## config.mk

```make
export PLATFORM = sky130hd
export DESIGN_NAME = microwire_eeprom_master_top
export DESIGN_NICKNAME = d
export VERILOG_FILES = /design/src/rtl/mwem_pkg.sv /design/src/rtl/mwem_front.sv /design/src/rtl/mwem_seq.sv /design/src/rtl/microwire_eeprom_master_top.sv
export SDC_FILE = /design/constraint.sdc
export NUM_CORES = 1
export LEC_CHECK = 0
export BUFFER_PORTS_ARGS = -buffer_cell sky130_fd_sc_hd__buf_2
export CAP_MARGIN = 10
export CELL_PAD_IN_SITES_DETAIL_PLACEMENT = 0
export CELL_PAD_IN_SITES_GLOBAL_PLACEMENT = 2
export CORE_MARGIN = 2
export CORE_UTILIZATION = 28
export DETAILED_ROUTE_END_ITERATION = 16
export PLACE_DENSITY = 0.63
export SYNTH_ARGS = -nofsm -noshare
export SYNTH_HDL_FRONTEND = slang
export SYNTH_SLANG_ARGS = --single-unit
```

## constraint.sdc

```tcl
create_clock -name i_clk -period 6.9 [get_ports i_clk]
set_input_delay 0.345 -clock i_clk [delete_from_list [all_inputs] [get_ports i_clk]]
set_output_delay 0.345 -clock i_clk [all_outputs]
set_load 0.01 [all_outputs]
```

## src/rtl/mwem_pkg.sv

```systemverilog
package mwem_pkg;

    // command codes as they arrive on the input beat
    typedef enum logic [2:0] {
        CMD_TICK  = 3'd0,
        CMD_READ  = 3'd1,
        CMD_WRITE = 3'd2,
        CMD_WEN   = 3'd3,
        CMD_WDS   = 3'd4
    } t_cmd;

    // sequencer phases
    typedef enum logic [3:0] {
        PH_IDLE    = 4'd0,
        PH_START   = 4'd1,
        PH_OPCODE  = 4'd2,
        PH_ADDRESS = 4'd3,
        PH_RDATA   = 4'd4,
        PH_CLOSE   = 4'd5,
        PH_WDATA   = 4'd6,
        PH_WAIT    = 4'd7,
        PH_END     = 4'd8
    } t_phase;

    // microwire opcodes, sent msb first after the start bit
    localparam logic [1:0] OPC_READ  = 2'b10;
    localparam logic [1:0] OPC_WRITE = 2'b01;
    localparam logic [1:0] OPC_EWX   = 2'b00;

    // width of the read word port
    localparam int unsigned WORD_W = 16;

endpackage

```

## src/rtl/mwem_front.sv

```systemverilog
module mwem_front #(
    parameter int unsigned ADDR_BITS = 8,
    parameter int unsigned DATA_BITS = 16
) (
    input  logic                  i_clk,
    input  logic                  i_rst_n,
    input  logic                  i_valid,
    output logic                  o_stall,
    input  logic [2:0]            i_cmd,
    input  logic [7:0]            i_word_address,
    input  logic [15:0]           i_write_word,
    input  logic                  i_serial_data_out,
    output logic                  o_valid,
    input  logic                  i_pop,
    output mwem_pkg::t_cmd        o_kind,
    output logic [ADDR_BITS-1:0]  o_addr,
    output logic [DATA_BITS-1:0]  o_data,
    output logic                  o_dout
);
    import mwem_pkg::*;

    localparam int unsigned QDEPTH = 4;
    localparam int unsigned QW     = $clog2(QDEPTH);

    t_cmd                 c_kind;
    logic [ADDR_BITS-1:0] c_addr;
    logic [DATA_BITS-1:0] c_data;

    t_cmd                 r_kind_q [QDEPTH];
    logic [ADDR_BITS-1:0] r_addr_q [QDEPTH];
    logic [DATA_BITS-1:0] r_data_q [QDEPTH];
    logic                 r_dout_q [QDEPTH];

    logic [QW-1:0] r_wr_ptr, n_wr_ptr;
    logic [QW-1:0] r_rd_ptr, n_rd_ptr;
    logic [QW:0]   r_count, n_count;
    logic          push;
    logic          pop;

    // classify the command and prepare the address and data patterns
    always_comb begin
        c_kind = CMD_TICK;
        c_addr = '0;
        c_data = '0;
        unique case (i_cmd)
            CMD_READ: begin
                c_kind = CMD_READ;
                c_addr = ADDR_BITS'(i_word_address);
            end
            CMD_WRITE: begin
                c_kind = CMD_WRITE;
                c_addr = ADDR_BITS'(i_word_address);
                c_data = DATA_BITS'(i_write_word);
            end
            CMD_WEN: begin
                c_kind = CMD_WEN;
                c_addr = '1;
            end
            CMD_WDS: begin
                c_kind = CMD_WDS;
            end
            default: begin
                c_kind = CMD_TICK;
            end
        endcase
    end

    // queue handshake
    assign o_stall = (r_count == (QW + 1)'(QDEPTH));
    assign push    = i_valid && !o_stall;
    assign o_valid = (r_count != '0);
    assign pop     = i_pop && o_valid;

    assign n_wr_ptr = push ? r_wr_ptr + 1'b1 : r_wr_ptr;
    assign n_rd_ptr = pop ? r_rd_ptr + 1'b1 : r_rd_ptr;
    always_comb begin
        n_count = r_count;
        case ({push, pop})
            2'b10:   n_count = r_count + 1'b1;
            2'b01:   n_count = r_count - 1'b1;
            default: n_count = r_count;
        endcase
    end

    // queue pointers
    always_ff @(posedge i_clk) begin
        if (!i_rst_n) begin
            r_wr_ptr <= '0;
            r_rd_ptr <= '0;
            r_count  <= '0;
        end else begin
            r_wr_ptr <= n_wr_ptr;
            r_rd_ptr <= n_rd_ptr;
            r_count  <= n_count;
        end
    end

    // queue storage
    always_ff @(posedge i_clk) begin
        if (push) begin
            r_kind_q[r_wr_ptr] <= c_kind;
            r_addr_q[r_wr_ptr] <= c_addr;
            r_data_q[r_wr_ptr] <= c_data;
            r_dout_q[r_wr_ptr] <= i_serial_data_out;
        end
    end

    assign o_kind = r_kind_q[r_rd_ptr];
    assign o_addr = r_addr_q[r_rd_ptr];
    assign o_data = r_data_q[r_rd_ptr];
    assign o_dout = r_dout_q[r_rd_ptr];

    // occupancy matches pointer distance
    a_count_ptr: assert property (@(posedge i_clk) disable iff (!i_rst_n)
        (r_count != (QW + 1)'(QDEPTH)) |-> (QW'(r_count) == QW'(r_wr_ptr - r_rd_ptr)))
        else $error("queue count and pointers disagree");

    a_no_overflow: assert property (@(posedge i_clk) disable iff (!i_rst_n)
        r_count <= (QW + 1)'(QDEPTH))
        else $error("queue overflow");

endmodule

```

## src/rtl/mwem_seq.sv

```systemverilog
module mwem_seq #(
    parameter int unsigned ADDR_BITS = 8,
    parameter int unsigned DATA_BITS = 16
) (
    input  logic                  i_clk,
    input  logic                  i_rst_n,
    input  logic                  i_valid,
    output logic                  o_pop,
    input  mwem_pkg::t_cmd        i_kind,
    input  logic [ADDR_BITS-1:0]  i_addr,
    input  logic [DATA_BITS-1:0]  i_data,
    input  logic                  i_dout,
    output logic                  o_valid,
    input  logic                  i_stall,
    output logic                  o_chip_select,
    output logic                  o_clock_pulse,
    output logic                  o_serial_data_in,
    output logic                  o_output_float,
    output logic                  o_busy_res,
    output logic [15:0]           o_read_word,
    output logic                  o_word_valid,
    output logic                  o_done_res,
    output logic                  o_rejected
);
    import mwem_pkg::*;

    localparam int unsigned MAXB  = (ADDR_BITS > DATA_BITS) ? ADDR_BITS : DATA_BITS;
    localparam int unsigned CNT_W = $clog2(MAXB);
    localparam logic [CNT_W-1:0] ADDR_LAST = CNT_W'(ADDR_BITS - 1);
    localparam logic [CNT_W-1:0] DATA_LAST = CNT_W'(DATA_BITS - 1);

    t_phase               r_phase, n_phase;
    logic [CNT_W-1:0]     r_cnt, n_cnt;
    t_cmd                 r_op, n_op;
    logic [ADDR_BITS-1:0] r_addr_sh, n_addr_sh;
    logic [DATA_BITS-1:0] r_data_sh, n_data_sh;
    logic [DATA_BITS-1:0] rd_shift;
    logic [1:0]           opcode;
    logic                 go;

    logic        c_cs, c_clk, c_di, c_flt, c_busy, c_wvalid, c_done, c_rej;
    logic [15:0] c_word;

    logic        r_out_valid;
    logic        r_cs, r_clk, r_di, r_flt, r_busy, r_wvalid, r_done, r_rej;
    logic [15:0] r_word;

    // one beat is consumed whenever the output register can take its result
    assign go    = i_valid && (!r_out_valid || !i_stall);
    assign o_pop = go;

    assign rd_shift = {r_data_sh[DATA_BITS-2:0], i_dout};

    always_comb begin
        unique case (r_op)
            CMD_READ:  opcode = OPC_READ;
            CMD_WRITE: opcode = OPC_WRITE;
            default:   opcode = OPC_EWX;
        endcase
    end

    // next phase
    always_comb begin
        n_phase = r_phase;
        unique case (r_phase)
            PH_IDLE:    n_phase = (i_kind != CMD_TICK) ? PH_START : PH_IDLE;
            PH_START:   n_phase = PH_OPCODE;
            PH_OPCODE:  n_phase = r_cnt[0] ? PH_ADDRESS : PH_OPCODE;
            PH_ADDRESS: begin
                if (r_cnt == ADDR_LAST) begin
                    if (r_op == CMD_READ) begin
                        n_phase = PH_RDATA;
                    end else if (r_op == CMD_WRITE) begin
                        n_phase = PH_WDATA;
                    end else begin
                        n_phase = PH_END;
                    end
                end
            end
            PH_RDATA:   n_phase = (r_cnt == DATA_LAST) ? PH_CLOSE : PH_RDATA;
            PH_CLOSE:   n_phase = PH_IDLE;
            PH_WDATA:   n_phase = (r_cnt == DATA_LAST) ? PH_WAIT : PH_WDATA;
            PH_WAIT:    n_phase = i_dout ? PH_IDLE : PH_WAIT;
            PH_END:     n_phase = PH_IDLE;
            default:    n_phase = PH_IDLE;
        endcase
    end

    // pin levels, flags and datapath for this slot
    always_comb begin
        c_cs      = 1'b0;
        c_clk     = 1'b0;
        c_di      = 1'b0;
        c_flt     = 1'b0;
        c_busy    = 1'b0;
        c_wvalid  = 1'b0;
        c_done    = 1'b0;
        c_word    = '0;
        c_rej     = (r_phase != PH_IDLE) && (i_kind != CMD_TICK);
        n_cnt     = r_cnt;
        n_op      = r_op;
        n_addr_sh = r_addr_sh;
        n_data_sh = r_data_sh;
        unique case (r_phase)
            PH_IDLE: begin
                if (i_kind != CMD_TICK) begin
                    c_cs      = 1'b1;
                    c_clk     = 1'b1;
                    c_busy    = 1'b1;
                    n_op      = i_kind;
                    n_addr_sh = i_addr;
                    n_data_sh = i_data;
                    n_cnt     = '0;
                end
            end
            PH_START: begin
                c_cs   = 1'b1;
                c_clk  = 1'b1;
                c_di   = 1'b1;
                c_busy = 1'b1;
                n_cnt  = '0;
            end
            PH_OPCODE: begin
                c_cs   = 1'b1;
                c_clk  = 1'b1;
                c_busy = 1'b1;
                c_di   = r_cnt[0] ? opcode[0] : opcode[1];
                n_cnt  = r_cnt[0] ? '0 : r_cnt + 1'b1;
            end
            PH_ADDRESS: begin
                c_cs      = 1'b1;
                c_clk     = 1'b1;
                c_busy    = 1'b1;
                c_di      = r_addr_sh[ADDR_BITS-1];
                n_addr_sh = r_addr_sh << 1;
                if (r_cnt == ADDR_LAST) begin
                    n_cnt = '0;
                    if (r_op == CMD_READ) begin
                        n_data_sh = '0;
                    end
                end else begin
                    n_cnt = r_cnt + 1'b1;
                end
            end
            PH_RDATA: begin
                c_cs      = 1'b1;
                c_clk     = 1'b1;
                c_flt     = 1'b1;
                c_busy    = 1'b1;
                n_data_sh = rd_shift;
                if (r_cnt == DATA_LAST) begin
                    c_wvalid = 1'b1;
                    c_word   = WORD_W'(rd_shift);
                    n_cnt    = '0;
                end else begin
                    n_cnt = r_cnt + 1'b1;
                end
            end
            PH_CLOSE: begin
                c_clk  = 1'b1;
                c_flt  = 1'b1;
                c_busy = 1'b1;
                c_done = 1'b1;
            end
            PH_WDATA: begin
                c_cs      = 1'b1;
                c_clk     = 1'b1;
                c_busy    = 1'b1;
                c_di      = r_data_sh[DATA_BITS-1];
                n_data_sh = r_data_sh << 1;
                n_cnt     = (r_cnt == DATA_LAST) ? '0 : r_cnt + 1'b1;
            end
            PH_WAIT: begin
                c_flt  = 1'b1;
                c_busy = 1'b1;
                c_done = i_dout;
            end
            PH_END: begin
                c_busy = 1'b1;
                c_done = 1'b1;
            end
            default: begin
                c_busy = 1'b0;
            end
        endcase
    end

    // sequencer state, advanced one slot per consumed beat
    always_ff @(posedge i_clk) begin
        if (!i_rst_n) begin
            r_phase   <= PH_IDLE;
            r_cnt     <= '0;
            r_op      <= CMD_TICK;
            r_addr_sh <= '0;
            r_data_sh <= '0;
        end else if (go) begin
            r_phase   <= n_phase;
            r_cnt     <= n_cnt;
            r_op      <= n_op;
            r_addr_sh <= n_addr_sh;
            r_data_sh <= n_data_sh;
        end
    end

    // output register valid
    always_ff @(posedge i_clk) begin
        if (!i_rst_n) begin
            r_out_valid <= 1'b0;
        end else if (go) begin
            r_out_valid <= 1'b1;
        end else if (!i_stall) begin
            r_out_valid <= 1'b0;
        end
    end

    // output register payload
    always_ff @(posedge i_clk) begin
        if (go) begin
            r_cs     <= c_cs;
            r_clk    <= c_clk;
            r_di     <= c_di;
            r_flt    <= c_flt;
            r_busy   <= c_busy;
            r_word   <= c_word;
            r_wvalid <= c_wvalid;
            r_done   <= c_done;
            r_rej    <= c_rej;
        end
    end

    assign o_valid          = r_out_valid;
    assign o_chip_select    = r_cs;
    assign o_clock_pulse    = r_clk;
    assign o_serial_data_in = r_di;
    assign o_output_float   = r_flt;
    assign o_busy_res       = r_busy;
    assign o_read_word      = r_word;
    assign o_word_valid     = r_wvalid;
    assign o_done_res       = r_done;
    assign o_rejected       = r_rej;

    // a completed read word always leaves the sequencer in the closing slot
    a_word_close: assert property (@(posedge i_clk) disable iff (!i_rst_n)
        (r_out_valid && r_wvalid) |-> (r_phase == PH_CLOSE))
        else $error("read word shown outside the closing slot");

    // an idle beat leaves the sequencer idle
    a_idle_beat: assert property (@(posedge i_clk) disable iff (!i_rst_n)
        (r_out_valid && !r_busy) |-> (r_phase == PH_IDLE))
        else $error("non-busy beat while sequence running");

    // a rejected command only happens inside a running sequence
    a_rej_busy: assert property (@(posedge i_clk) disable iff (!i_rst_n)
        (r_out_valid && r_rej) |-> r_busy)
        else $error("rejected beat without busy");

    // opcode phase never runs past its two bits
    a_opc_cnt: assert property (@(posedge i_clk) disable iff (!i_rst_n)
        (r_phase == PH_OPCODE) |-> (r_cnt <= CNT_W'(1)))
        else $error("opcode bit count out of range");

endmodule

```

## src/rtl/microwire_eeprom_master_top.sv

```systemverilog
// channel | direction | handshake               | payload
// in      | input     | i_in_valid/o_in_stall   | i_cmd .. i_serial_data_out
// out     | output    | o_out_valid/i_out_stall | o_chip_select .. o_rejected
//
// each input beat is one serial bit slot and yields exactly one output beat
// one beat per clock sustained while the output is not stalled
// a beat crosses a 4-deep queue and then the output register
// the phase sequencer advances one slot for each beat it moves into the output register
// i_rst_n is synchronous: queue empties, sequencer returns to idle, output goes invalid
// an output stall holds the sequencer; the queue keeps taking beats until full
module microwire_eeprom_master_top #(
    parameter int unsigned ADDR_BITS = 8,
    parameter int unsigned DATA_BITS = 16
) (
    input  logic        i_clk,
    input  logic        i_rst_n,
    input  logic        i_in_valid,
    output logic        o_in_stall,
    input  logic [2:0]  i_cmd,
    input  logic [7:0]  i_word_address,
    input  logic [15:0] i_write_word,
    input  logic        i_serial_data_out,
    output logic        o_out_valid,
    input  logic        i_out_stall,
    output logic        o_chip_select,
    output logic        o_clock_pulse,
    output logic        o_serial_data_in,
    output logic        o_output_float,
    output logic        o_busy_res,
    output logic [15:0] o_read_word,
    output logic        o_word_valid,
    output logic        o_done_res,
    output logic        o_rejected
);
    import mwem_pkg::*;

    logic                 q_valid;
    logic                 q_pop;
    t_cmd                 q_kind;
    logic [ADDR_BITS-1:0] q_addr;
    logic [DATA_BITS-1:0] q_data;
    logic                 q_dout;

    // front: classify and queue
    mwem_front #(
        .ADDR_BITS (ADDR_BITS),
        .DATA_BITS (DATA_BITS)
    ) u_front (
        .i_clk             (i_clk),
        .i_rst_n           (i_rst_n),
        .i_valid           (i_in_valid),
        .o_stall           (o_in_stall),
        .i_cmd             (i_cmd),
        .i_word_address    (i_word_address),
        .i_write_word      (i_write_word),
        .i_serial_data_out (i_serial_data_out),
        .o_valid           (q_valid),
        .i_pop             (q_pop),
        .o_kind            (q_kind),
        .o_addr            (q_addr),
        .o_data            (q_data),
        .o_dout            (q_dout)
    );

    // back: microwire sequencer and output register
    mwem_seq #(
        .ADDR_BITS (ADDR_BITS),
        .DATA_BITS (DATA_BITS)
    ) u_seq (
        .i_clk            (i_clk),
        .i_rst_n          (i_rst_n),
        .i_valid          (q_valid),
        .o_pop            (q_pop),
        .i_kind           (q_kind),
        .i_addr           (q_addr),
        .i_data           (q_data),
        .i_dout           (q_dout),
        .o_valid          (o_out_valid),
        .i_stall          (i_out_stall),
        .o_chip_select    (o_chip_select),
        .o_clock_pulse    (o_clock_pulse),
        .o_serial_data_in (o_serial_data_in),
        .o_output_float   (o_output_float),
        .o_busy_res       (o_busy_res),
        .o_read_word      (o_read_word),
        .o_word_valid     (o_word_valid),
        .o_done_res       (o_done_res),
        .o_rejected       (o_rejected)
    );

endmodule

```

# ---- After elaboration in Yosys (flattened, before gate mapping)
# Memories as Yosys holds them, arrays and structs flattened. A register that Yosys moved wholly into a read port is not among the register bits.
# Cells that the tools add are included.
dict set report totals {
  ramBits 112
  ff_bits 67
  word_cells 125
  memories 4
  in_bits 32
}
dict set report op_classes {
  n_mux 46
  reduce_logical 29
  addsub 5
  n_eq_ne 23
}
# memory depth word_bits rd rd_clocked_by_memory_dff write_ports line
set mem_list {}
lappend mem_list {u_front.r_data_q 4 16 1 1 1 mwem_front.sv:31} ;# logic [DATA_BITS-1:0] r_data_q [QDEPTH];
lappend mem_list {u_front.r_addr_q 4 8 1 1 1 mwem_front.sv:30} ;# logic [ADDR_BITS-1:0] r_addr_q [QDEPTH];
lappend mem_list {u_front.r_kind_q 4 3 1 1 1 mwem_front.sv:29} ;# t_cmd r_kind_q [QDEPTH];
lappend mem_list {u_front.r_dout_q 4 1 1 1 1 mwem_front.sv:32} ;# logic r_dout_q [QDEPTH];
# op n
set ops {}
lappend ops {{2-to-1 mux 16 bit} 4}
lappend ops {{case mux 16 bit (4 select lines)} 1}
lappend ops {{case mux 8 bit (2 select lines)} 2}
lappend ops {{2-to-1 mux 4 bit} 7}
lappend ops {{case mux 4 bit (7 select lines)} 1}
lappend ops {{== test 4 x 3 -> 1 bit, second input constant} 5}
lappend ops {{case mux 4 bit (5 select lines)} 1}
lappend ops {{2-to-1 mux 2 bit} 8}
lappend ops {{2-to-1 mux 1 bit} 12}
lappend ops {{case mux 3 bit (4 select lines)} 1}
lappend ops {{== test 3 x 2 -> 1 bit, second input constant} 3}
lappend ops {{AND reduction 3 bit} 3}
lappend ops {{== test 4 x 2 -> 1 bit, second input constant} 2}
lappend ops {{== test 4 bit, second input constant} 2}
lappend ops {{2-to-1 mux 8 bit} 1}
lappend ops {{!= test 2 x 1 -> 1 bit, second input constant} 4}
lappend ops {{case mux 1 bit (2 select lines)} 4}
lappend ops {{nonzero test 4 bit} 2}
lappend ops {{OR reduction 8 bit} 1}
lappend ops {{== test 3 x 1 -> 1 bit, second input constant} 2}
lappend ops {{== test 3 bit, second input constant} 2}
lappend ops {{case mux 3 bit (2 select lines)} 1}
lappend ops {{nonzero test 3 bit} 2}
lappend ops {{OR reduction 2 bit} 3}
lappend ops {{other kinds (21)} 29}

# ---- Depth between registers and ports, before layout
# Gate-level depths: netlist (run 1).
dict set report depth {
  word_depth 6
  mapped_depth 11
}

# ---- Hierarchy
# Synthesis (run 1) repeated with hierarchy kept, for this count alone.
dict set report unflattened {
  hier_cells 588
  hier_area_um2 7957.6
}
# mod area_each_um2 seq_area_each_um2 instances cells_per_inst
set by_module_without_submodules {}
lappend by_module_without_submodules {mwem_front 4859.7 3543.4 1 247}
lappend by_module_without_submodules {mwem_seq 3098.0 1441.4 1 341}

# ---- Worst setup path before layout (run 1)
# OpenSTA, ideal clock, no wires.
dict set report synth_path {
  kind {flip-flop to flip-flop}
  start {register u_front.r_count[0]}
  end {register u_front.r_count[2]}
  stages_incl_launch_ff 12
  setup_time_ps 71
  arrival_time_ps 3191
  path_buffers 2
  slack_ps 3638
  cell_sequence {dfxtp_1 or3_1 clkbuf_1 nand2_1 inv_1 buf_1 ha_1 inv_1 fa_1 xor2_1 or3_1 a21oi_1}
}
dict set report synth_via {
  elab_chain_cells 5
  elab_cells_between_ends 12
  cone_classes {2 x add/sub; 3 x eq/ne; 1 x mux; 6 x reduce/logical}
}
# item line
set synth_lines {}
lappend synth_lines {{start: declaration} mwem_front.sv:36} ;# logic [QW:0] r_count, n_count;
lappend synth_lines {{start signal: assignment} mwem_front.sv:94} ;# r_count <= n_count;
lappend synth_lines {{nonzero test 3 bit (*)} mwem_front.sv:71} ;# assign o_valid = (r_count != '0);
lappend synth_lines {{logical AND 1 bit (*)} mwem_seq.sv:49} ;# assign go = i_valid && (!r_out_valid || !i_stall);
lappend synth_lines {{net q_pop} microwire_eeprom_master_top.sv:38} ;# logic q_pop;
lappend synth_lines {{logical AND 1 bit (*)} mwem_front.sv:72} ;# assign pop = i_pop && o_valid;
lappend synth_lines {{== test 2 x 1 -> 1 bit / == test 2 bit (equally long branches)} mwem_front.sv:78} ;# case ({push, pop})
lappend synth_lines {{case mux 3 bit (2 select lines) / nonzero test 2 bit (equally long branches)} -}
# The timed path passes the listed nets; every way through them passes the cells marked *.
# A chain may end at the register's enable or synchronous reset.

==> results.txt, run 1 <==
Status: finished clean
Final Power: 3610 uW
Die area: 0.0295 mm^2
Iter 0 DRT Violations: 244
Simple-Gate Fraction of Synth Area: 11.4%
Crit-path max FO: 28
# setup viols final: 0
Hold Crit Start: i_serial_data_out
Slew margin rel.: 27.2%
Met2 Track Usage GR: 19.1%
Drt wl/cell: 16.8 um
CP endpoint kind: flop
X dimension of the die: 172 um
VDD IR max: 0.131 mV
Tmin final: 2.69 ns
DRT Pass-1 Iters: 5
Seq/Total Area, Yosys: 63.3%
Hold crit path type: input pin to flop
Clk_lat worst skew: 0.43 ns
CP Launch Type: flop
Leak: 0.00328 uW
Via/cell ratio: 4.71
Internal power: 2390 uW
Sw Share: 33.6%
CTS tree: built
Final design utilization: 32.9%
IO Port Bufs: 57
Post-CTS Setup Bufs: 0
Core area: 0.0277 mm^2
Clk pwr share: 26.5%
Comb power frac: 29.7%
TNS Setup: 0 ns
GRT busiest layer: met2
Asr flop ratio synth: 0%
Crit path required time: 7.25 ns
Gr usage total: 12.0%
Commonest non-fill, non-tap cell in the layout: edfxtp_1
FF+latch area: 0.00499 mm^2
Fillers: 2717
Psw: 1210 uW
Top FF cell, synth: edfxtp_1
Cts hold-fix bufs: 0
Post-synthesis xor/xnor area fraction: 0.779%
Mux contribution to synthesized area: 11.7%
Post-DP HPWL: 11100 um
Nets@finish: 660
Pwr dens: 396 mW/mm^2
Critical path arrival: 3.04 ns
Row cnt: 61
Gpl congestion: 0.764
Post-Layout Cell Count: 1011
Seq pwr share: 43.8%
Type of the worst setup path: flop to flop
Hold path cells: 1
Yosys warning count: 0
Syn_nets: 616
Met1 Use GR: 16.1%
Slew @ Worst Pin: 1.09 ns
Synth Area in Adders: 1.37%
First-pass GRT wire length: 26800 um
Syn avg cell area: 13.7 um^2
Vias: 4759
Synth Cell Area: 0.00787 mm^2
Max capacitance violation total: 0
Fmax: 0.371 GHz
Clock transition at the registers of the reported paths: 0.08 ns
RR Endpoint: u_seq.r_data_sh[13]$_SDFFE_PN0P_
Largest family of logic cells by synthesized area: multiplexers
Initial antenna violation count: 0
Compound-Gate Fraction of Synth Area: 8.28%
Remaining global-route overflow: 0
Cells on worst reg2reg path: 5
Number of library cell types mapped by synthesis: 62
I/O pin total: 58
Post-Syn Instances: 576
Post-CTS resize count: 0
Final Hold Viols: 0
CTS Buffer Depth: 2
WHS Endpoint: u_front.r_dout_q[2]$_DFFE_PP_
Initial core utilization: 28.4%
Share of post-route cells with drive strength above 1: 20.5%
Multi-input logic area: 0.00264 mm^2
Most frequent cells in the layout: edfxtp_1 (136), buf_2 (57), nand2_1 (54)
Clock sink total: 181
Root Buffer: clkbuf_16
M3 GR Usage: 2.60%
Vias in the first global route: 4839
Max-slew violations: 0
Reg2Reg Setup Slack: 4.21 ns
DP Cell Count: 979
Layout area overhead: 15.7%
Period utilization: 39.1%
Die height: 172 um
FF+latch count, synth: 181
Inserted Clock Buffers: 17
Largest net degree at the start of global routing: 49
H-tree levels: 4
Drt drc: 0
Total Wirelength: 17000 um
Layout Skew: 0.0110 ns
Routed Antenna Nets: 0
# diodes: 0
EDFF count, synth: 136
RSZ-0062 raised after global routing: no
synthesized netlist by cell type, types with 2 or more instances:
master,instances,area share (%)
a21oi_1,21,1.3
nand3_1,15,0.95
nor2b_1,6,0.48
xnor2_1,3,0.33
mux2i_1,28,3.6
and2_1,29,2.3
o21ai_0,20,1.3
nand2_1,54,2.6
clkbuf_1,31,1.5
o311ai_0,2,0.22
a31oi_1,2,0.16
nor2_1,22,1.0
a21o_1,10,0.95
o21bai_1,2,0.19
o211a_1,7,0.89
nor4_1,10,0.79
nor3b_1,6,0.57
nand3b_1,2,0.19
edfxtp_1,136,52
buf_2,3,0.19
nand2b_1,2,0.16
or3_1,3,0.24
mux4_1,3,1.0
o211ai_1,9,0.86
mux4_2,25,7.2
ha_1,7,1.1
o41ai_1,2,0.22
and3_1,9,0.72
xor2_1,4,0.45
inv_1,20,0.95
dfxtp_1,45,11
buf_1,3,0.14
nor3_1,6,0.38
worst max-delay path by stage:
| stage | start | to | depth (start not counted) |
|---|---|---|---|
| floorplan | u_front.r_count[0]$_SDFFE_PN0P_ | u_front.r_count[2]$_SDFFE_PN0P_ | 11 |
| global placement | flop | u_seq.r_data_sh[1]$_SDFFE_PN0P_ | 5 |
| detailed placement | flop | u_seq.r_data_sh[5]$_SDFFE_PN0P_ | 5 |
| CTS | flop | u_seq.r_data_sh[5]$_SDFFE_PN0P_ | 5 |
| global route | flop | u_seq.r_data_sh[10]$_SDFFE_PN0P_ | 5 |
| finish | flop | u_seq.r_data_sh[13]$_SDFFE_PN0P_ | 5 |
layout make-up:
| type | instances | share of cell area [%] |
|---|---|---|
| clock buffers | 18 | 4.71 |
| clock inverters | 14 | 1.79 |
| inverters | 20 | 0.825 |
| multi-input cells | 336 | 29.0 |
| flip-flops and latches | 181 | 54.8 |
| well taps | 378 | 5.19 |
| repair buffers | 64 | 3.71 |
worst max-delay path: stages, from the launching register on:
cell and delay [ns]:
dfxtp_2 0.33, buf_4 0.45, mux4_2 0.64, or4_4 0.58
o311ai_4 0.33, mux2i_1 0.27
cells by family (layout without fill, tap and decap cells):
| family | count (synthesis) | after routing |
|---|---|---|
| DFF | 181 | 181 |
| and+or+nand+nor | 172 | 172 |
| buffers and inverters | 59 | 116 |
| AOI/OAI and AO/OA | 93 | 93 |
| xor gates and xnor gates | 7 | 7 |
| muxes | 56 | 56 |
| adders and majority gates | 8 | 8 |
sequential cells by signal (all words and copies together), names as in the netlist, 2 cells and up, named ones only:
name,count
u_front.r_count,3
u_seq.r_phase,4
u_seq.r_op,3
u_front.r_kind_q,12
u_seq.r_addr_sh,8
u_front.r_dout_q,4
u_seq.o_read_word,16
u_front.r_wr_ptr,2
u_front.r_rd_ptr,2
u_seq.r_data_sh,16
u_seq.r_cnt,4
u_front.r_addr_q,32
u_front.r_data_q,64
through the flow:
stage,hold slack (ns),worst slack [ns],area (um^2)
after floorplan,0.438,3.64,7870
after global placement,0.447,4.19,8510
after detailed placement,0.453,4.16,8510
after CTS,0.146,4.13,9100
after global routing,0.149,4.02,9100
final,0.166,4.21,9100
power by group through the flow:
stage,clock network [uW],registers (uW),logic (uW)
floorplan,0,1600,770
global placement,0,1600,1080
detailed placement,0,1610,1100
CTS,978,1580,1100
global route,1020,1610,1190
finish,956,1580,1070
routing by layer:
metal	up-vias	share of wire (%)
li1	2264	-
met1	2368	46
met2	105	47
met3	22	4.5
met4	0	1.8
met5	-	0
No activity file was read; power rests on OpenSTA's default activity.
==> run 2: changes to the inputs <==
ABC_AREA = 1   (was unset)
PLACE_DENSITY = 0.71   (was 0.63)
clock period = 2.2 ns   (was 6.9 ns; I/O delays follow)
==> run 2 against run 1 <==
  * Maximum frequency is 47% higher
  * Non-clock buffer count increased by 23
  * Sequential cell count did not move
  * Hold slack got worse by 0.11 ns
  * Register-to-register slack lost 3.8 ns
  * Critical path depth up 5
  * Cell area is 6.0% higher
  * Wire length rose by 5.2%
  * Via count up 19%
  * Sequential power rose to 3.0 times the previous value
  * Global-route usage rose by 0.10 points
  * Largest cell class unchanged
==> results.txt, run 2 <==
Status: finished clean
Clk pwr share: 24.2% (-2.3 points)
Most flop-heavy register: u_front.r_data_q
Row cnt: 62 (+1.6%)
Top Registers: u_front.r_data_q x64, u_front.r_addr_q x32
Post-Place Worst Slack: 0.361 ns (-3.80 ns)
Commonest non-fill, non-tap cell in the layout: nand2_1
Largest net degree at the start of global routing: 72 (+47%)
Fillers: 2974 (+9.5%)
Hold path cells: 3 (+2)
CTS tree: built
Commonest cells post-synth: nand2_1 (211), edfxtp_1 (136), nor2_1 (132)
Initial antenna violation count: 0 (unchanged)
Psw: 4790 uW (+300%)
Crit-path cells: nor2_1, nand2_1, nand2_1, ha_1, inv_1, fa_1, a21oi_1, o21ai_0, o21ai_0, a21oi_1
Layout area overhead: 18.5%
Post-CTS resize count: 0 (unchanged)
Slew @ Worst Pin: 0.652 ns (-0.437 ns)
Max FFs per register: 64 (unchanged)
Synth Cell Area: 0.00815 mm^2 (+3.5%)
Vias in the first global route: 5349 (+11%)
Remaining global-route overflow: 0 (unchanged)
Routed Antenna Nets: 0 (unchanged)
# setup viols final: 0 (unchanged)
Core area: 0.0287 mm^2 (+3.6%)
Top FF cell, synth: edfxtp_1
Post-Syn Instances: 875 (+52%)
Inserted Clock Buffers: 17 (unchanged)
Count leader, synth: nand2_1
Type of the worst setup path: flop to flop
Crit-path max FO: 3 (-89%)
H-tree levels: 4 (unchanged)
DRT Pass-1 Iters: 4 (-1)
Seq/Total Area, Yosys: 61.2% (-2.1 points)
Post-CTS Setup Bufs: 0 (unchanged)
FF+latch count, synth: 181 (unchanged)
Number of library cell types mapped by synthesis: 29 (-53%)
Drt wl/cell: 13.3 um (-21%)
X dimension of the die: 175 um (+1.7%)
Clock transition at the registers of the reported paths: 0.07 ns (about the same)
Slowest CP cell: fa_1
First-pass GRT wire length: 28800 um (+7.3%)
RSZ-0062 raised after global routing: no
Gr usage total: 12.1% (+0.10 points)
Cells on worst reg2reg path: 10 (+5)
Asr flop ratio synth: 0% (unchanged)
Critical path arrival: 2.15 ns (-0.89 ns)
Comb power frac: 38.2% (+8.5 points)
Drt drc: 0 (unchanged)
Syn_nets: 915 (+49%)
Total Wirelength: 17900 um (+5.2%)
Nets@finish: 987 (+50%)
Fmax: 0.545 GHz (+47%)
Crit path required time: 2.51 ns (-4.74 ns)
Layout Skew: 0.00994 ns (-0.00101 ns)
Max-slew violations: 0 (unchanged)
Period utilization: 83.5% (+44 points)
Via/cell ratio: 4.21 (-11%)
Area contributors post-synth: edfxtp_1 (50%), dfxtp_1 (11%), nand2_1 (9.7%)
IO Port Bufs: 57 (unchanged)
Clk_lat worst skew: 0.43 ns (about the same)
Vias: 5657 (+19%)
Seq pwr share: 37.6% (-6.2 points)
Pwr dens: 1310 mW/mm^2 (+230%)
Final Hold Viols: 0 (unchanged)
Yosys warning count: 0 (unchanged)
EDFF count, synth: 136 (unchanged)
Initial core utilization: 28.4% (about the same)
Syn avg cell area: 9.31 um^2 (-32%)
Share of post-route cells with drive strength above 1: 17.4% (-3.1 points)
Clock sink total: 181 (unchanged)
CTS Buffer Depth: 2 (unchanged)
CP Launch Type: flop
Largest area contributor in the netlist: edfxtp_1
Gpl congestion: 0.745 (-2.4%)
Post-DP HPWL: 11400 um (+3.2%)
Sw Share: 37.7% (+4.1 points)
Internal power: 7900 uW (+230%)
Worst Slack Setup Final: 0.364 ns (-3.84 ns)
Most frequent cells in the layout: nand2_1 (211), edfxtp_1 (136), nor2_1 (128)
I/O pin total: 58 (unchanged)
Die height: 175 um (+1.7%)
VDD IR max: 0.662 mV (+410%)
Root Buffer: clkbuf_16
Slew margin rel.: 56.5% (+29 points)
Tmin final: 1.84 ns (-0.858 ns)
Slowest stage delay, CP: 0.37 ns (-0.27 ns)
# diodes: 0 (unchanged)
Max capacitance violation total: 0 (unchanged)
Hold crit path type: input pin to flop
Hold Slack: 0.0516 ns (-0.114 ns)
CP endpoint kind: flop
Iter 0 DRT Violations: 343 (+41%)
Leak: 0.00398 uW (+21%)
Die area: 0.0305 mm^2 (+3.4%)
Area share of the largest cell type after synthesis: 50.1% (-1.8 points)
run 2: cell types whose count changed after synthesis, moves of 9 or more:
cell | previous run | this run
a21o_1 | 10 | 0
a21oi_1 | 21 | 56
and2_1 | 29 | 0
and3_1 | 9 | 0
buf_2 | 3 | 16
clkbuf_1 | 31 | 10
inv_1 | 20 | 91
mux2i_1 | 28 | 0
mux4_2 | 25 | 0
nand2_1 | 54 | 211
nand3_1 | 15 | 80
nor2_1 | 22 | 132
nor4_1 | 10 | 0
or2_2 | 1 | 29
run 2: path summary, 6_finish.rpt:
| path | to | from | slack [ns] |
|---|---|---|---|
| setup reg to reg | u_front.r_count[2]$_SDFFE_PN0P_ | u_front.r_count[1]$_SDFFE_PN0P_ | 0.36 |
| hold reg to reg | flop | u_front.r_rd_ptr[1]$_SDFFE_PN0P_ | 0.48 |
| hold / removal | u_front.r_data_q[3][14]$_DFFE_PP_ | i_write_word[14] | 0.05 |
| setup / recovery | u_front.r_count[2]$_SDFFE_PN0P_ | u_front.r_count[1]$_SDFFE_PN0P_ | 0.36 |
run 2: through the flow:
stage / util (%) / setup TNS (ns) / std cells / total power, uW / instance area, um^2
2_1_floorplan: - / -2.08 / 875 / 8380 / 8150
3_3_place_gp: 31.3 / 0 / 1304 / 9750 / 8970
3_5_place_dp: 31.3 / 0 / 1304 / 9750 / 8970
4_1_cts: 33.6 / 0 / 1344 / 12900 / 9660
5_1_grt: 33.6 / 0 / 1344 / 13700 / 9660
6_report: 33.6 / 0 / 1344 / 12700 / 9660
run 2: layout make-up:
class / instances / area (um^2) / share of cell area (%)
clock buffers: 19 / 443 / 4.59
well taps: 384 / 480 / 4.98
clock inverters: 13 / 160 / 1.66
flip-flops and latches: 181 / 4990 / 51.6
multi-input cells: 564 / 2610 / 27.0
inverters: 96 / 360 / 3.73
repair buffers: 87 / 618 / 6.40
run 2: repair_timing:
action	in CTS	in global routing
hold endpoints to repair	29	0
hold buffers	8	0
setup endpoints to repair	0	0
run 2: power by group through the flow:
stage | combinational, uW | sequential, uW | clock [uW]
finish | 4850 | 4780 | 3070
global route | 5530 | 4860 | 3290
CTS | 4920 | 4780 | 3180
detailed placement | 4890 | 4860 | 0
global placement | 4890 | 4860 | 0
floorplan | 3430 | 4950 | 0
run 2: cell families (layout without fill, tap and decap cells):
kind of cell | after synthesis | count (layout) | share of synthesized area (%)
AOI/OAI and AO/OA | 77 | 77 | 4.88
and+or+nand+nor | 479 | 479 | 25.7
DFF | 181 | 181 | 61.2
adders and majority gates | 8 | 8 | 1.32
buffers and inverters | 130 | 215 | 6.93
run 2: critical path, delay by kind of cell (launching register included):
| family | cells | cell delay (ns) |
|---|---|---|
| and+or+nand+nor | 3 | 0.34 |
| AOI/OAI and AO/OA | 4 | 0.48 |
| adders and majority gates | 2 | 0.52 |
| buffers and inverters | 1 | 0.06 |
| DFF | 1 | 0.33 |
run 2: metal layers:
metal  vias to the layer above  GRT usage, %  wire, um
met5                         -             0         0
met4                         0          3.33       178
met3                        13          2.31       544
met2                        78          19.0      7990
met1                      2574          17.2      9190
li1                       2992             -         -
==> run 3: changes to the inputs <==
PLACE_DENSITY = 0.68   (was 0.71)
clock period = 1.9 ns   (was 2.2 ns; I/O delays follow)
==> run 3 against run 2 <==
  * Register-to-register slack got worse by 0.20 ns
  * Critical path depth shrank 1
  * Clock skew is 0.0030 ns higher
  * Non-clock buffer count increased by 30
  * Hold slack got worse by 0.029 ns
  * Die area did not move
  * Setup slack lost 0.20 ns
  * Maximum frequency up 5.8%
==> results.txt, run 3 (synthesis results as in run 2) <==
Hold Crit Start: i_word_address[1]
Crit-path max FO: 25 (+22)
Crit path required time: 2.23 ns (-0.28 ns)
Iter 0 DRT Violations: 270 (-21%)
Pwr dens: 1530 mW/mm^2 (+16%)
Drt drc: 0 (unchanged)
Share of post-route cells with drive strength above 1: 20.7% (+3.3 points)
Max-slew violations: 0 (unchanged)
Hold crit path type: input pin to flop
X dimension of the die: 175 um (unchanged)
CP endpoint kind: flop
Vias: 5757 (+1.8%)
RSZ-0062 raised after global routing: no
Drt wl/cell: 13.5 um (+1.4%)
Gr usage total: 12.6% (+0.47 points)
Initial core utilization: 28.4% (unchanged)
Row cnt: 62 (unchanged)
WHS Endpoint: u_front.r_addr_q[2][1]$_DFFE_PP_
Period utilization: 91.4% (+7.9 points)
DP Cell Count: 1331 (+2.1%)
Die area: 0.0305 mm^2 (unchanged)
Commonest non-fill, non-tap cell in the layout: nand2_1
Most frequent cells in the layout: nand2_1 (209), edfxtp_1 (136), nor2_1 (127)
VDD IR max: 0.639 mV (-3.4%)
Most flop-heavy register: u_front.r_data_q
I/O pin total: 58 (unchanged)
Reg2Reg Setup Slack: 0.16 ns (-0.20 ns)
Slew margin rel.: 68.6% (+12 points)
Die height: 175 um (unchanged)
Critical path arrival: 2.07 ns (-0.08 ns)
Routed Antenna Nets: 0 (unchanged)
# setup viols final: 0 (unchanged)
Hold path cells: 3 (unchanged)
Post-DP HPWL: 12100 um (+6.1%)
Initial antenna violation count: 0 (unchanged)
Top Registers: u_front.r_data_q x64, u_front.r_addr_q x32
Remaining global-route overflow: 0 (unchanged)
Layout area overhead: 22.2%
Nets@finish: 1018 (+3.1%)
Post-Layout Cell Count: 1375 (+2.3%)
Gpl congestion: 0.726 (-2.6%)
Fillers: 2977 (+0.10%)
Type of the worst setup path: flop to flop
Hold Slack: 0.0223 ns (-0.0293 ns)
Clk_lat worst skew: 0.43 ns (about the same)
Cells on worst reg2reg path: 9 (-1)
IO Port Bufs: 57 (unchanged)
CTS tree: built
Largest net degree at the start of global routing: 54 (-25%)
Slew @ Worst Pin: 0.471 ns (-0.182 ns)
DRT Pass-1 Iters: 5 (+1)
Leak: 0.00416 uW (+4.4%)
Inserted Clock Buffers: 17 (unchanged)
CP Launch Type: flop
RR Endpoint: u_seq.r_data_sh[12]$_SDFFE_PN0P_
Vias in the first global route: 5498 (+2.8%)
Via/cell ratio: 4.19 (-0.53%)
Max capacitance violation total: 0 (unchanged)
Status: finished clean
Max FFs per register: 64 (unchanged)
Fmax: 0.576 GHz (+5.8%)
Tmin final: 1.74 ns (-0.100 ns)
Core area: 0.0287 mm^2 (unchanged)
First-pass GRT wire length: 29600 um (+2.9%)
Multi-input logic area: 0.00263 mm^2 (+0.86%)
Layout Skew: 0.0129 ns (+0.00298 ns)
Final Hold Viols: 0 (unchanged)
FF+latch area: 0.00499 mm^2 (about the same)
# diodes: 0 (unchanged)
Total Wirelength: 18600 um (+3.7%)
Clock sink total: 181 (unchanged)
CTS Buffer Depth: 2 (unchanged)
H-tree levels: 4 (unchanged)
Root Buffer: clkbuf_16
Clock transition at the registers of the reported paths: 0.08 ns (about the same)
## run 3: layout make-up
type	count	share of cell area, %
well taps	384	4.83
clock buffers	18	4.41
repair buffers	117	9.07
clock inverters	14	1.50
inverters	96	3.67
multi-input cells	565	26.4
flip-flops and latches	181	50.1
## run 3: repair_timing
action / CTS / global route
endpoints found under the setup margin: 14 / 25
hold buffers: 7 / 0
resized for setup: 2 / 6
buffers inserted: 0 / 4
hold endpoints to repair: 25 / 0
pin swaps: 1 / 3
cloned: 1 / 0
## run 3: worst max-delay path by stage
stage / from / to / slack, ns / cells past startpoint
2_1_floorplan: u_front.r_count[1]$_SDFFE_PN0P_ / u_front.r_addr_q[0][0]$_DFFE_PP_ / -0.32 / 4
3_3_place_gp: flop / u_seq.o_busy_res$_DFFE_PP_ / -0.03 / 7
3_5_place_dp: flop / u_seq.o_busy_res$_DFFE_PP_ / -0.01 / 7
4_1_cts: flop / u_seq.o_busy_res$_DFFE_PP_ / 0.02 / 7
5_1_grt: u_front.r_count[0]$_SDFFE_PN0P_ / u_front.r_count[2]$_SDFFE_PN0P_ / 0.01 / 10
6_report: flop / u_seq.r_data_sh[12]$_SDFFE_PN0P_ / 0.16 / 9
## run 3: report_power, final
group,switching (uW),total [uW],internal (uW),leakage (uW)
clock network,1680,3480,1800,0.000293
registers,314,5530,5220,0.00166
logic,3750,6170,2420,0.00221
## run 3: worst max-delay path, stage by stage, from the launching register on
cell and delay (ns):
dfxtp_2 0.47, inv_2 0.16, buf_12 0.19, or2_2 0.27, nand2_1 0.06, nand2_1 0.12, a21oi_1 0.16, nand3_1 0.08
nand2_1 0.06, nor2_1 0.04
## run 3: per-layer routing
metal  GRT usage (%)  vias up  part of all wire (%)
met3            2.46       13                   3.5
met2            20.9       73                    47
met4            3.33        0                  0.93
met5               0        -                     0
li1                -     3051                     -
met1            16.9     2620                    48
## run 3: per-stage QoR
stage               util, %  cell area [um^2]  setup WS (ns)  setup TNS [ns]  total power (uW)
floorplan                 -              8150         -0.319          -35.68              9720
global placement       32.1              9210        -0.0295         -0.0295             11500
detailed placement     32.1              9210        -0.0119         -0.0435             11500
CTS                    34.4              9880         0.0175               0             15100
global route           34.7              9950         0.0141               0             16400
finish                 34.7              9950          0.164               0             15200
